==> config.mk <==
export PLATFORM = sky130hd
export DESIGN_NAME = shared_exclusive_lock_manager
export DESIGN_NICKNAME = d
export VERILOG_FILES = /design/src/hw/rtl/selm_pkg.sv /design/src/hw/rtl/selm_ctrl.sv /design/src/hw/rtl/selm_dp.sv /design/src/hw/rtl/shared_exclusive_lock_manager.sv
export VERILOG_INCLUDE_DIRS = /design/src /design/src/hw/rtl
export SDC_FILE = /design/constraint.sdc
export NUM_CORES = 1
export LEC_CHECK = 0
export BUFFER_PORTS_ARGS = -buffer_cell sky130_fd_sc_hd__buf_4
export CORE_MARGIN = 4
export CORE_UTILIZATION = 40
export DETAILED_ROUTE_END_ITERATION = 8
export GPL_TIMING_DRIVEN = 0
export SLEW_MARGIN = 25
export SYNTH_ARGS = -nofsm -noshare
export SYNTH_HDL_FRONTEND = slang
export SYNTH_SLANG_ARGS = --single-unit
==> constraint.sdc <==
create_clock -name clk_i -period 17.3 [get_ports clk_i]
set_clock_uncertainty 0.15 [all_clocks]
set_input_delay 1.73 -clock clk_i [delete_from_list [all_inputs] [get_ports clk_i]]
set_output_delay 1.73 -clock clk_i [all_outputs]
set_load 0.02 [all_outputs]
==> src/hw/rtl/shared_exclusive_lock_manager_macros.svh <==
// assertion macros for the shared/exclusive lock manager
// expects clk_i and rst_ni in the scope of each use
`ifndef SHARED_EXCLUSIVE_LOCK_MANAGER_MACROS_SVH
`define SHARED_EXCLUSIVE_LOCK_MANAGER_MACROS_SVH

// condition holds at every edge out of reset
`define SELM_ASSERT(lbl, cond, msg) \
  lbl: assert property (@(posedge clk_i) disable iff (!rst_ni) (cond)) else $error(msg);

// consequent holds in the same cycle
`define SELM_ASSERT_IMP(lbl, ante, cons, msg) \
  lbl: assert property (@(posedge clk_i) disable iff (!rst_ni) (ante) |-> (cons)) \
    else $error(msg);

// consequent holds in the cycle after the antecedent
`define SELM_ASSERT_NXT(lbl, ante, cons, msg) \
  lbl: assert property (@(posedge clk_i) disable iff (!rst_ni) (ante) |=> (cons)) \
    else $error(msg);

`endif

==> src/hw/rtl/selm_pkg.sv <==
// shared types and constants of the shared/exclusive lock manager
// no dependencies
package selm_pkg;

  localparam int unsigned PEER_W   = 6;
  localparam int unsigned SERIAL_W = 64;
  localparam int unsigned PT_W     = PEER_W + 1;
  localparam int unsigned SH_W     = 7;
  localparam int unsigned KIND_W   = 3;
  localparam int unsigned IN_DATA_W  = 72;
  localparam int unsigned OUT_DATA_W = 72;

  localparam logic [SH_W-1:0] SHARER_MAX = 7'd127;

  typedef enum logic [1:0] {
    MODE_FREE   = 2'd0,
    MODE_SHARED = 2'd1,
    MODE_EXCL   = 2'd2
  } mode_e;

  typedef enum logic [KIND_W-1:0] {
    KIND_GRANT  = 3'd0,
    KIND_UACK   = 3'd1,
    KIND_QUEUED = 3'd2,
    KIND_BLOCK  = 3'd3,
    KIND_FULL   = 3'd4
  } kind_e;

  // controller to datapath
  typedef struct packed {
    logic accept;  // capture the input transfer
    logic exec;    // decide the request, emit its first result
    logic grant;   // grant the waiter at the queue head
  } cmd_t;

  // datapath to controller
  typedef struct packed {
    logic out_free;    // output register can take a result this cycle
    logic exec_drain;  // the pending request frees the lock with waiters queued
    logic grant_more;  // another waiter follows the current head grant
  } sts_t;

endpackage

==> src/hw/rtl/selm_ctrl.sv <==
// sequencing state machine of the shared/exclusive lock manager
// depends on selm_pkg and the assertion macro header
`include "shared_exclusive_lock_manager_macros.svh"

module selm_ctrl (
  input  logic             clk_i,
  input  logic             rst_ni,
  input  logic             in_valid_i,
  output logic             in_ready_o,
  input  selm_pkg::sts_t   sts_i,
  output selm_pkg::cmd_t   cmd_o
);

  typedef enum logic [3:0] {
    ST_IDLE  = 4'b0001,
    ST_EXEC  = 4'b0010,
    ST_READ  = 4'b0100,
    ST_GRANT = 4'b1000
  } state_e;

  state_e state_q, state_d;

  always_comb begin
    state_d    = state_q;
    cmd_o      = '0;
    in_ready_o = 1'b0;
    unique case (state_q)
      ST_IDLE: begin
        in_ready_o = 1'b1;
        if (in_valid_i) begin
          cmd_o.accept = 1'b1;
          state_d      = ST_EXEC;
        end
      end
      ST_EXEC: begin
        if (sts_i.out_free) begin
          cmd_o.exec = 1'b1;
          state_d    = sts_i.exec_drain ? ST_READ : ST_IDLE;
        end
      end
      // queue memory read of head and next entry
      ST_READ: begin
        state_d = ST_GRANT;
      end
      ST_GRANT: begin
        if (sts_i.out_free) begin
          cmd_o.grant = 1'b1;
          state_d     = sts_i.grant_more ? ST_READ : ST_IDLE;
        end
      end
      default: begin
        state_d = ST_IDLE;
      end
    endcase
  end

  always_ff @(posedge clk_i or negedge rst_ni) begin
    if (!rst_ni) begin
      state_q <= ST_IDLE;
    end else begin
      state_q <= state_d;
    end
  end

  `SELM_ASSERT(a_cmd_onehot0, $onehot0({cmd_o.accept, cmd_o.exec, cmd_o.grant}), "overlapping commands")
  `SELM_ASSERT_NXT(a_accept_exec, cmd_o.accept, !in_ready_o, "input taken while busy")

endmodule

==> src/hw/rtl/selm_dp.sv <==
// datapath of the shared/exclusive lock manager: lock state, wait queue memory,
// request decision and output register; depends on selm_pkg and the macro header
`include "shared_exclusive_lock_manager_macros.svh"

module selm_dp #(
  parameter int unsigned WAIT_DEPTH = 16
) (
  input  logic                                clk_i,
  input  logic                                rst_ni,
  input  logic                                cfg_we_i,
  input  logic [selm_pkg::PEER_W-1:0]         cfg_wdata_i,
  input  logic                                in_func_i,
  input  logic [selm_pkg::IN_DATA_W-1:0]      in_data_i,
  input  selm_pkg::cmd_t                      cmd_i,
  output selm_pkg::sts_t                      sts_o,
  output logic                                out_valid_o,
  input  logic                                out_ready_i,
  output logic [selm_pkg::OUT_DATA_W-1:0]     out_data_o,
  output logic [selm_pkg::KIND_W-1:0]         out_kind_o,
  output logic                                out_last_o
);

  localparam int unsigned IdxW = (WAIT_DEPTH > 1) ? $clog2(WAIT_DEPTH) : 1;
  localparam int unsigned CntW = $clog2(WAIT_DEPTH + 1);
  localparam int unsigned SumW = CntW + 1;
  localparam logic [CntW-1:0] DepthCnt = CntW'(WAIT_DEPTH);
  localparam logic [SumW-1:0] DepthSum = SumW'(WAIT_DEPTH);
  localparam logic [IdxW-1:0] LastIdx  = IdxW'(WAIT_DEPTH - 1);

  localparam int unsigned PW = selm_pkg::PEER_W;
  localparam int unsigned SW = selm_pkg::SERIAL_W;
  localparam int unsigned HW = selm_pkg::SH_W;

  // configuration
  logic [PW-1:0] own_rank_q;

  // captured request
  logic          func_q;
  logic [PW-1:0] req_q;
  logic          excl_q;
  logic [SW-1:0] serial_q;
  logic          settled_q;

  // lock state
  selm_pkg::mode_e mode_q, mode_d;
  logic [HW-1:0]   sh_q, sh_d;
  logic [IdxW-1:0] head_q, head_d;
  logic [CntW-1:0] count_q, count_d;

  // wait queue memory
  logic [selm_pkg::PT_W-1:0] mem_pt  [WAIT_DEPTH];
  logic [SW-1:0]             mem_ser [WAIT_DEPTH];
  logic [selm_pkg::PT_W-1:0] rd_pt_a_q, rd_pt_b_q;
  logic [SW-1:0]             rd_ser_q;

  // output register
  logic          out_valid_q;
  logic [2:0]    kind_q;
  logic [PW-1:0] peer_q;
  logic [SW-1:0] oser_q;
  logic          local_q;
  logic          last_q;

  // combinational decision
  logic            emit;
  selm_pkg::kind_e emit_kind;
  logic [PW-1:0]   emit_peer;
  logic [SW-1:0]   emit_serial;
  logic            emit_last;
  logic            q_we;
  logic [SumW-1:0] tail_sum;
  logic [IdxW-1:0] tail_idx;
  logic [IdxW-1:0] head_nxt;
  logic [HW-1:0]   sh_inc, sh_dec;
  logic            freed;
  logic            lock_ok;
  logic            grant_last;

  assign head_nxt = (head_q == LastIdx) ? '0 : head_q + IdxW'(1);
  assign tail_sum = SumW'(head_q) + SumW'(count_q);
  assign tail_idx = (tail_sum >= DepthSum) ? IdxW'(tail_sum - DepthSum) : IdxW'(tail_sum);
  assign sh_inc   = (sh_q == selm_pkg::SHARER_MAX) ? sh_q : sh_q + HW'(1);
  assign sh_dec   = (sh_q == '0) ? sh_q : sh_q - HW'(1);
  assign freed    = excl_q || (sh_dec == '0);
  assign lock_ok  = excl_q ? (mode_q == selm_pkg::MODE_FREE) : (mode_q != selm_pkg::MODE_EXCL);
  assign grant_last = rd_pt_a_q[PW] || (count_q == CntW'(1)) || rd_pt_b_q[PW];

  assign sts_o.out_free   = !out_valid_q || out_ready_i;
  assign sts_o.exec_drain = func_q && settled_q && freed && (count_q != '0);
  assign sts_o.grant_more = !grant_last;

  always_comb begin
    emit        = 1'b0;
    emit_kind   = selm_pkg::KIND_GRANT;
    emit_peer   = req_q;
    emit_serial = serial_q;
    emit_last   = 1'b1;
    q_we        = 1'b0;
    mode_d      = mode_q;
    sh_d        = sh_q;
    head_d      = head_q;
    count_d     = count_q;
    if (cmd_i.exec) begin
      emit = 1'b1;
      if (!func_q) begin
        priority if (lock_ok) begin
          emit_kind = selm_pkg::KIND_GRANT;
          if (excl_q) begin
            mode_d = selm_pkg::MODE_EXCL;
          end else begin
            mode_d = selm_pkg::MODE_SHARED;
            sh_d   = sh_inc;
          end
        end else if (count_q == DepthCnt) begin
          emit_kind = selm_pkg::KIND_FULL;
        end else begin
          emit_kind = selm_pkg::KIND_QUEUED;
          q_we      = 1'b1;
          count_d   = count_q + CntW'(1);
        end
      end else if (!settled_q) begin
        emit_kind   = selm_pkg::KIND_BLOCK;
        emit_serial = '0;
      end else begin
        emit_kind   = selm_pkg::KIND_UACK;
        emit_serial = '0;
        emit_last   = !(freed && (count_q != '0));
        if (!excl_q) begin
          sh_d = sh_dec;
        end
        if (freed) begin
          mode_d = selm_pkg::MODE_FREE;
        end
      end
    end else if (cmd_i.grant) begin
      emit        = 1'b1;
      emit_kind   = selm_pkg::KIND_GRANT;
      emit_peer   = rd_pt_a_q[PW-1:0];
      emit_serial = rd_ser_q;
      emit_last   = grant_last;
      head_d      = head_nxt;
      count_d     = count_q - CntW'(1);
      if (rd_pt_a_q[PW]) begin
        mode_d = selm_pkg::MODE_EXCL;
      end else begin
        mode_d = selm_pkg::MODE_SHARED;
        sh_d   = sh_inc;
      end
    end
  end

  always_ff @(posedge clk_i or negedge rst_ni) begin
    if (!rst_ni) begin
      own_rank_q  <= '0;
      mode_q      <= selm_pkg::MODE_FREE;
      sh_q        <= '0;
      head_q      <= '0;
      count_q     <= '0;
      out_valid_q <= 1'b0;
    end else begin
      if (cfg_we_i) begin
        own_rank_q <= cfg_wdata_i;
      end
      mode_q  <= mode_d;
      sh_q    <= sh_d;
      head_q  <= head_d;
      count_q <= count_d;
      if (emit) begin
        out_valid_q <= 1'b1;
      end else if (out_ready_i) begin
        out_valid_q <= 1'b0;
      end
    end
  end

  // payload registers
  always_ff @(posedge clk_i) begin
    if (cmd_i.accept) begin
      func_q    <= in_func_i;
      req_q     <= in_data_i[PW-1:0];
      excl_q    <= in_data_i[PW];
      serial_q  <= in_data_i[PW+SW:PW+1];
      settled_q <= in_data_i[PW+SW+1];
    end
    if (emit) begin
      kind_q  <= emit_kind;
      peer_q  <= emit_peer;
      oser_q  <= emit_serial;
      local_q <= (emit_peer == own_rank_q);
      last_q  <= emit_last;
    end
  end

  // queue memory: one write port, reads at head and head + 1
  always_ff @(posedge clk_i) begin
    if (q_we) begin
      mem_pt[tail_idx]  <= {excl_q, req_q};
      mem_ser[tail_idx] <= serial_q;
    end
    rd_pt_a_q <= mem_pt[head_q];
    rd_pt_b_q <= mem_pt[head_nxt];
    rd_ser_q  <= mem_ser[head_q];
  end

  assign out_valid_o = out_valid_q;
  assign out_kind_o  = kind_q;
  assign out_last_o  = last_q;
  assign out_data_o  = {1'b0, local_q, oser_q, peer_q};

  `SELM_ASSERT(a_count_bound, count_q <= DepthCnt, "wait count beyond queue depth")
  `SELM_ASSERT_IMP(a_emit_slot, emit, sts_o.out_free, "result emitted over a pending one")
  `SELM_ASSERT_IMP(a_grant_nonempty, cmd_i.grant, count_q != '0, "grant from an empty queue")
  `SELM_ASSERT_NXT(a_grant_pops, cmd_i.grant, count_q == $past(count_q) - CntW'(1), "grant did not pop")

endmodule

==> src/hw/rtl/shared_exclusive_lock_manager.sv <==
// top level of the shared/exclusive lock manager
// depends on selm_pkg, selm_ctrl and selm_dp
//
// channel  | dir | handshake            | payload
// ---------+-----+----------------------+------------------------------------------
// s_axis   | in  | tvalid / tready      | tuser func, tdata requestor..frags_settled
// m_axis   | out | tvalid / tready      | tuser kind, tdata peer..is_local, tlast
// cfg      | in  | write enable only    | own_rank
//
// a request passes a capture and a decision state and is done before the next input
// transfer; its first result is registered at the decision; each waiter granted on an
// unlock adds a queue read and a grant state, set by the registered queue memory read
// reset clears lock mode, sharer count and queue pointers; queue memory needs no clear
// a stalled output holds the decision and grant cycles; input tready is high in idle

module shared_exclusive_lock_manager #(
  parameter int unsigned WAIT_DEPTH = 16
) (
  input  logic                                 clk_i,
  input  logic                                 rst_ni,
  // configuration: own_rank
  input  logic                                 cfg_we_i,
  input  logic [selm_pkg::PEER_W-1:0]          cfg_wdata_i,
  // requests
  input  logic                                 s_axis_tvalid_i,
  output logic                                 s_axis_tready_o,
  // requestor[5:0], exclusive[6], request_serial[70:7], frags_settled[71]
  input  logic [selm_pkg::IN_DATA_W-1:0]       s_axis_tdata_i,
  // func[0]
  input  logic                                 s_axis_tuser_i,
  // results
  output logic                                 m_axis_tvalid_o,
  input  logic                                 m_axis_tready_i,
  // peer[5:0], grant_serial[69:6], is_local[70], zero[71]
  output logic [selm_pkg::OUT_DATA_W-1:0]      m_axis_tdata_o,
  // kind[2:0]
  output logic [selm_pkg::KIND_W-1:0]          m_axis_tuser_o,
  output logic                                 m_axis_tlast_o
);

  selm_pkg::cmd_t cmd;
  selm_pkg::sts_t sts;

  // sequencer: idle, decide, queue read, head grant
  selm_ctrl u_ctrl (
    .clk_i      (clk_i),
    .rst_ni     (rst_ni),
    .in_valid_i (s_axis_tvalid_i),
    .in_ready_o (s_axis_tready_o),
    .sts_i      (sts),
    .cmd_o      (cmd)
  );

  // lock state, wait queue and result register
  selm_dp #(
    .WAIT_DEPTH (WAIT_DEPTH)
  ) u_dp (
    .clk_i       (clk_i),
    .rst_ni      (rst_ni),
    .cfg_we_i    (cfg_we_i),
    .cfg_wdata_i (cfg_wdata_i),
    .in_func_i   (s_axis_tuser_i),
    .in_data_i   (s_axis_tdata_i),
    .cmd_i       (cmd),
    .sts_o       (sts),
    .out_valid_o (m_axis_tvalid_o),
    .out_ready_i (m_axis_tready_i),
    .out_data_o  (m_axis_tdata_o),
    .out_kind_o  (m_axis_tuser_o),
    .out_last_o  (m_axis_tlast_o)
  );

endmodule

==> flow_summary.json <==
{
  "status": "complete, no violations",
  "multi_input_area_sq_um": 11100,
  "hold_viol_final": 0,
  "crit_required_ns": 17.59,
  "portBuffers": 159,
  "busiest_layer": "met2",
  "netSwitchingFraction_pct": 25.5,
  "synth_cell_types": 70,
  "start_util_pct": 40.4,
  "vdd_drop_max_mv": 0.0773,
  "drt-pass1-iter-count": 6,
  "power_frac_seq_pct": 49.4,
  "finalCritPeriodShare_pct": 33.0,
  "async_flop_share_pct": 2.09,
  "grt_usage_pct": 19.2,
  "drive_above_1_share_pct": 24.4,
  "nFillCells": 10700,
  "crit_type": "flop to flop",
  "maxSlewHeadroom_pct": 25.7,
  "final_cell_mix": "edfxtp_1 (1284), mux2i_1 (215), buf_4 (171)",
  "grt_max_degree": 30,
  "grt_util_met1_pct": 27.5,
  "die_w_microns": 370,
  "end_kind": "flop",
  "grtUsageMet3_pct": 4.07,
  "path_max_fanout": 19,
  "yosysSeqAreaShare_pct": 77.7,
  "cp.arrival_ns": 6.00,
  "placed_area_sq_um": 57900,
  "pwr-share-comb_pct": 13.4,
  "yosysTopAreaCell": "edfxtp_1",
  "fp-row-count": 132,
  "pin_count": 162,
  "cts_resized": 0,
  "clkPwrFrac_pct": 37.2,
  "p_leak_uw": 0.0204,
  "cts.path.max_buffers": 3,
  "viasPerCell": 5.49,
  "setup_viol": 0,
  "ys_warn_count": 0,
  "clkLatencyLatePin_ns": 0.76,
  "min_path_type": "flop to flop",
  "synthCells": 2724,
  "cap_violations": 0,
  "final_common_cell": "edfxtp_1",
  "vias": 27500,
  "cts_buffers": 147,
  "critPathLaunchType": "flop",
  "timing.fmax_mhz": 175,
  "use_met2_pct": 29.8,
  "yosysTopAreaCellShare_pct": 73.6,
  "wl_microns": 132000,
  "syn_area_per_cell_sq_um": 19.2,
  "power_density_nw_per_um2": 134,
  "tightest_slew_ns": 1.12,
  "netlist_area_sq_um": 52400,
  "timing.hold.ws_ns": 0.362,
  "areaGrowthSynthToFinish_pct": 19.6,
  "postCtsSetupBuffers": 0,
  "antenna_found_initial": 4,
  "syn-num-nets": 2820,
  "dieArea_sq_um": 137000,
  "synthTopCellsByArea": "edfxtp_1 (74%), mux4_2 (6.3%), mux2i_1 (4.1%)",
  "ys_seq_elements": 1385,
  "route.detailed.drc": 0,
  "grt_pass1_wl_microns": 191000,
  "regArea_sq_um": 40700,
  "design_area_sq_um": 62700,
  "grt_setup_unrepaired": "false",
  "cts_hold_buf": 0,
  "routedWlPerCell_microns": 26.4,
  "die_height_microns": 370,
  "numClockSinks": 1385,
  "power.switching_uw": 2130,
  "period_minus_slack_ns": 5.70,
  "clockRootBuffer": "clkbuf_16",
  "yosys_most_used_dff": "edfxtp_1",
  "p_int_uw": 6250,
  "synth_edf_count": 1284,
  "drtIter0Drc": 2695,
  "htreeDepth": 4,
  "drv_slew": 0,
  "grt_pass1_vias": 27500,
  "drtAntennaViolNets": 0,
  "cts_tree": "yes",
  "design.core.area_sq_um": 130000,
  "gp_congestion": 0.768,
  "nNetsFinal": 3227,
  "dp_hpwl_microns": 86800,
  "grt-ovfl-total": 0,
  "clk_pin_slew_ns": 0.06
}
[metrics by stage]
stage          cells  setup TNS (ns)  setup WS (ns)  power [uW]  utilization (%)
2_1_floorplan   2724               0           7.75        4870                -
3_3_place_gp    4625          -68.17         -0.967        5300             43.0
3_5_place_dp    4724               0          11.69        5340             44.6
4_1_cts         4996               0          11.68        8460             48.3
5_1_grt         4996               0          11.45        8690             48.3
6_report        4999               0          11.60        8380             48.3
[metal layers]
layer / vias up / wire length [microns]
met4: 0 / 3130
met5: - / 0
met2: 1004 / 61100
li1: 12000 / -
met1: 14300 / 58600
met3: 188 / 9140
[cells by family (layout without fill, tap and decap cells)]
| group | count (synthesis) | in the layout | synth area share, % |
|---|---|---|---|
| DFF | 1385 | 1385 | 77.7 |
| AOI/OAI and AO/OA | 482 | 482 | 6.13 |
| muxes | 441 | 441 | 12.1 |
| and+or+nand+nor | 210 | 210 | 1.91 |
| buffers and inverters | 166 | 696 | 1.40 |
| xor gates and xnor gates | 27 | 27 | 0.451 |
| adders and majority gates | 12 | 12 | 0.301 |
| other | 1 | 4 | 0.00715 |
[worst max-delay path, cell delays in order, from the launching register on]
cell and delay, ns:
dfrtp_1 0.47, clkbuf_1 0.86, buf_2 0.57, buf_1 0.75, inv_1 0.21, fa_1 0.62, nand4b_1 0.42, nor2_4 0.65
buf_16 0.24, buf_12 0.20, buf_16 0.20
[worst paths after layout]
kind / from / to / slack, ns / cells past startpoint
max: u_dp.head_q[1] / u_dp.mem_ser[12][22] / 11.60 / 10
max reg2reg: u_dp.head_q[1] / u_dp.mem_ser[12][22] / 11.60 / 10
min in group asynchronous: rst_ni / u_dp.sh_q[0] / 0.78 / 1
min: u_dp.mode_q[1] / u_dp.mode_q[1] / 0.36 / 1
min reg2reg: u_dp.mode_q[1] / u_dp.mode_q[1] / 0.36 / 1
max in group asynchronous: rst_ni / u_ctrl.state_q[0] / 15.87 / 1
[power by group through the flow]
| stage | combinational (uW) | sequential, uW | clock [uW] |
|---|---|---|---|
| after detailed placement | 1130 | 4210 | 0 |
| after floorplan | 687 | 4180 | 0 |
| final | 1120 | 4140 | 3120 |
| after global routing | 1200 | 4170 | 3320 |
| after CTS | 1130 | 4140 | 3180 |
| after global placement | 1070 | 4230 | 0 |
[area by class of cell]
type                       instances  share of cell area, %
timing repair buffer             258                   5.02
clock inverter                    68                   1.10
buffer                           151                   1.09
sequential                      1385                   65.0
antenna                            3                 0.0120
multi-input combinational       1173                   17.7
clock buffer                     204                   6.54
tap                             1742                   3.48
inverter                          15                 0.0898
[synth_stat cells, drive strengths merged, types with 2 or more instances]
cell type     n
edfxtp     1284
mux2i       215
o21ai       158
mux4        146
nand2       118
a21oi        83
clkbuf       80
mux2         80
a221oi       72
dfxtp        72
a22oi        71
buf          71
a22o         66
nor2         35
dfrtp        28
xnor2        17
inv          15
ha           11
xor2         10
nand3         9
nor4          9
nor3          8
nand2b        6
a31oi         5
nand4         5
nor2b         4
a21o          3
a31o          3
and3          3
a32o          2
and2          2
nand4b        2
nor4b         2
o2111a        2
o211ai        2
o21a          2
o22ai         2
o31ai         2
or3           2
[state kept, by name (all words and copies together) (netlist names)]
register	count
u_ctrl.state_q	4
u_dp.count_q	5
u_dp.excl_q	1
u_dp.func_q	1
u_dp.head_q	4
u_dp.local_q	1
u_dp.mem_pt	112
u_dp.mem_ser	1024
u_dp.mode_q	2
u_dp.oser_q	64
u_dp.out_kind_o	3
u_dp.out_last_o	1
u_dp.out_valid_o	1
u_dp.own_rank_q	6
u_dp.peer_q	6
u_dp.rd_pt_a_q	7
u_dp.rd_pt_b_q	1
u_dp.rd_ser_q	64
u_dp.req_q	6
u_dp.serial_q	64
u_dp.settled_q	1
u_dp.sh_q	7
Note: power is estimated with default switching activity, not from simulation.
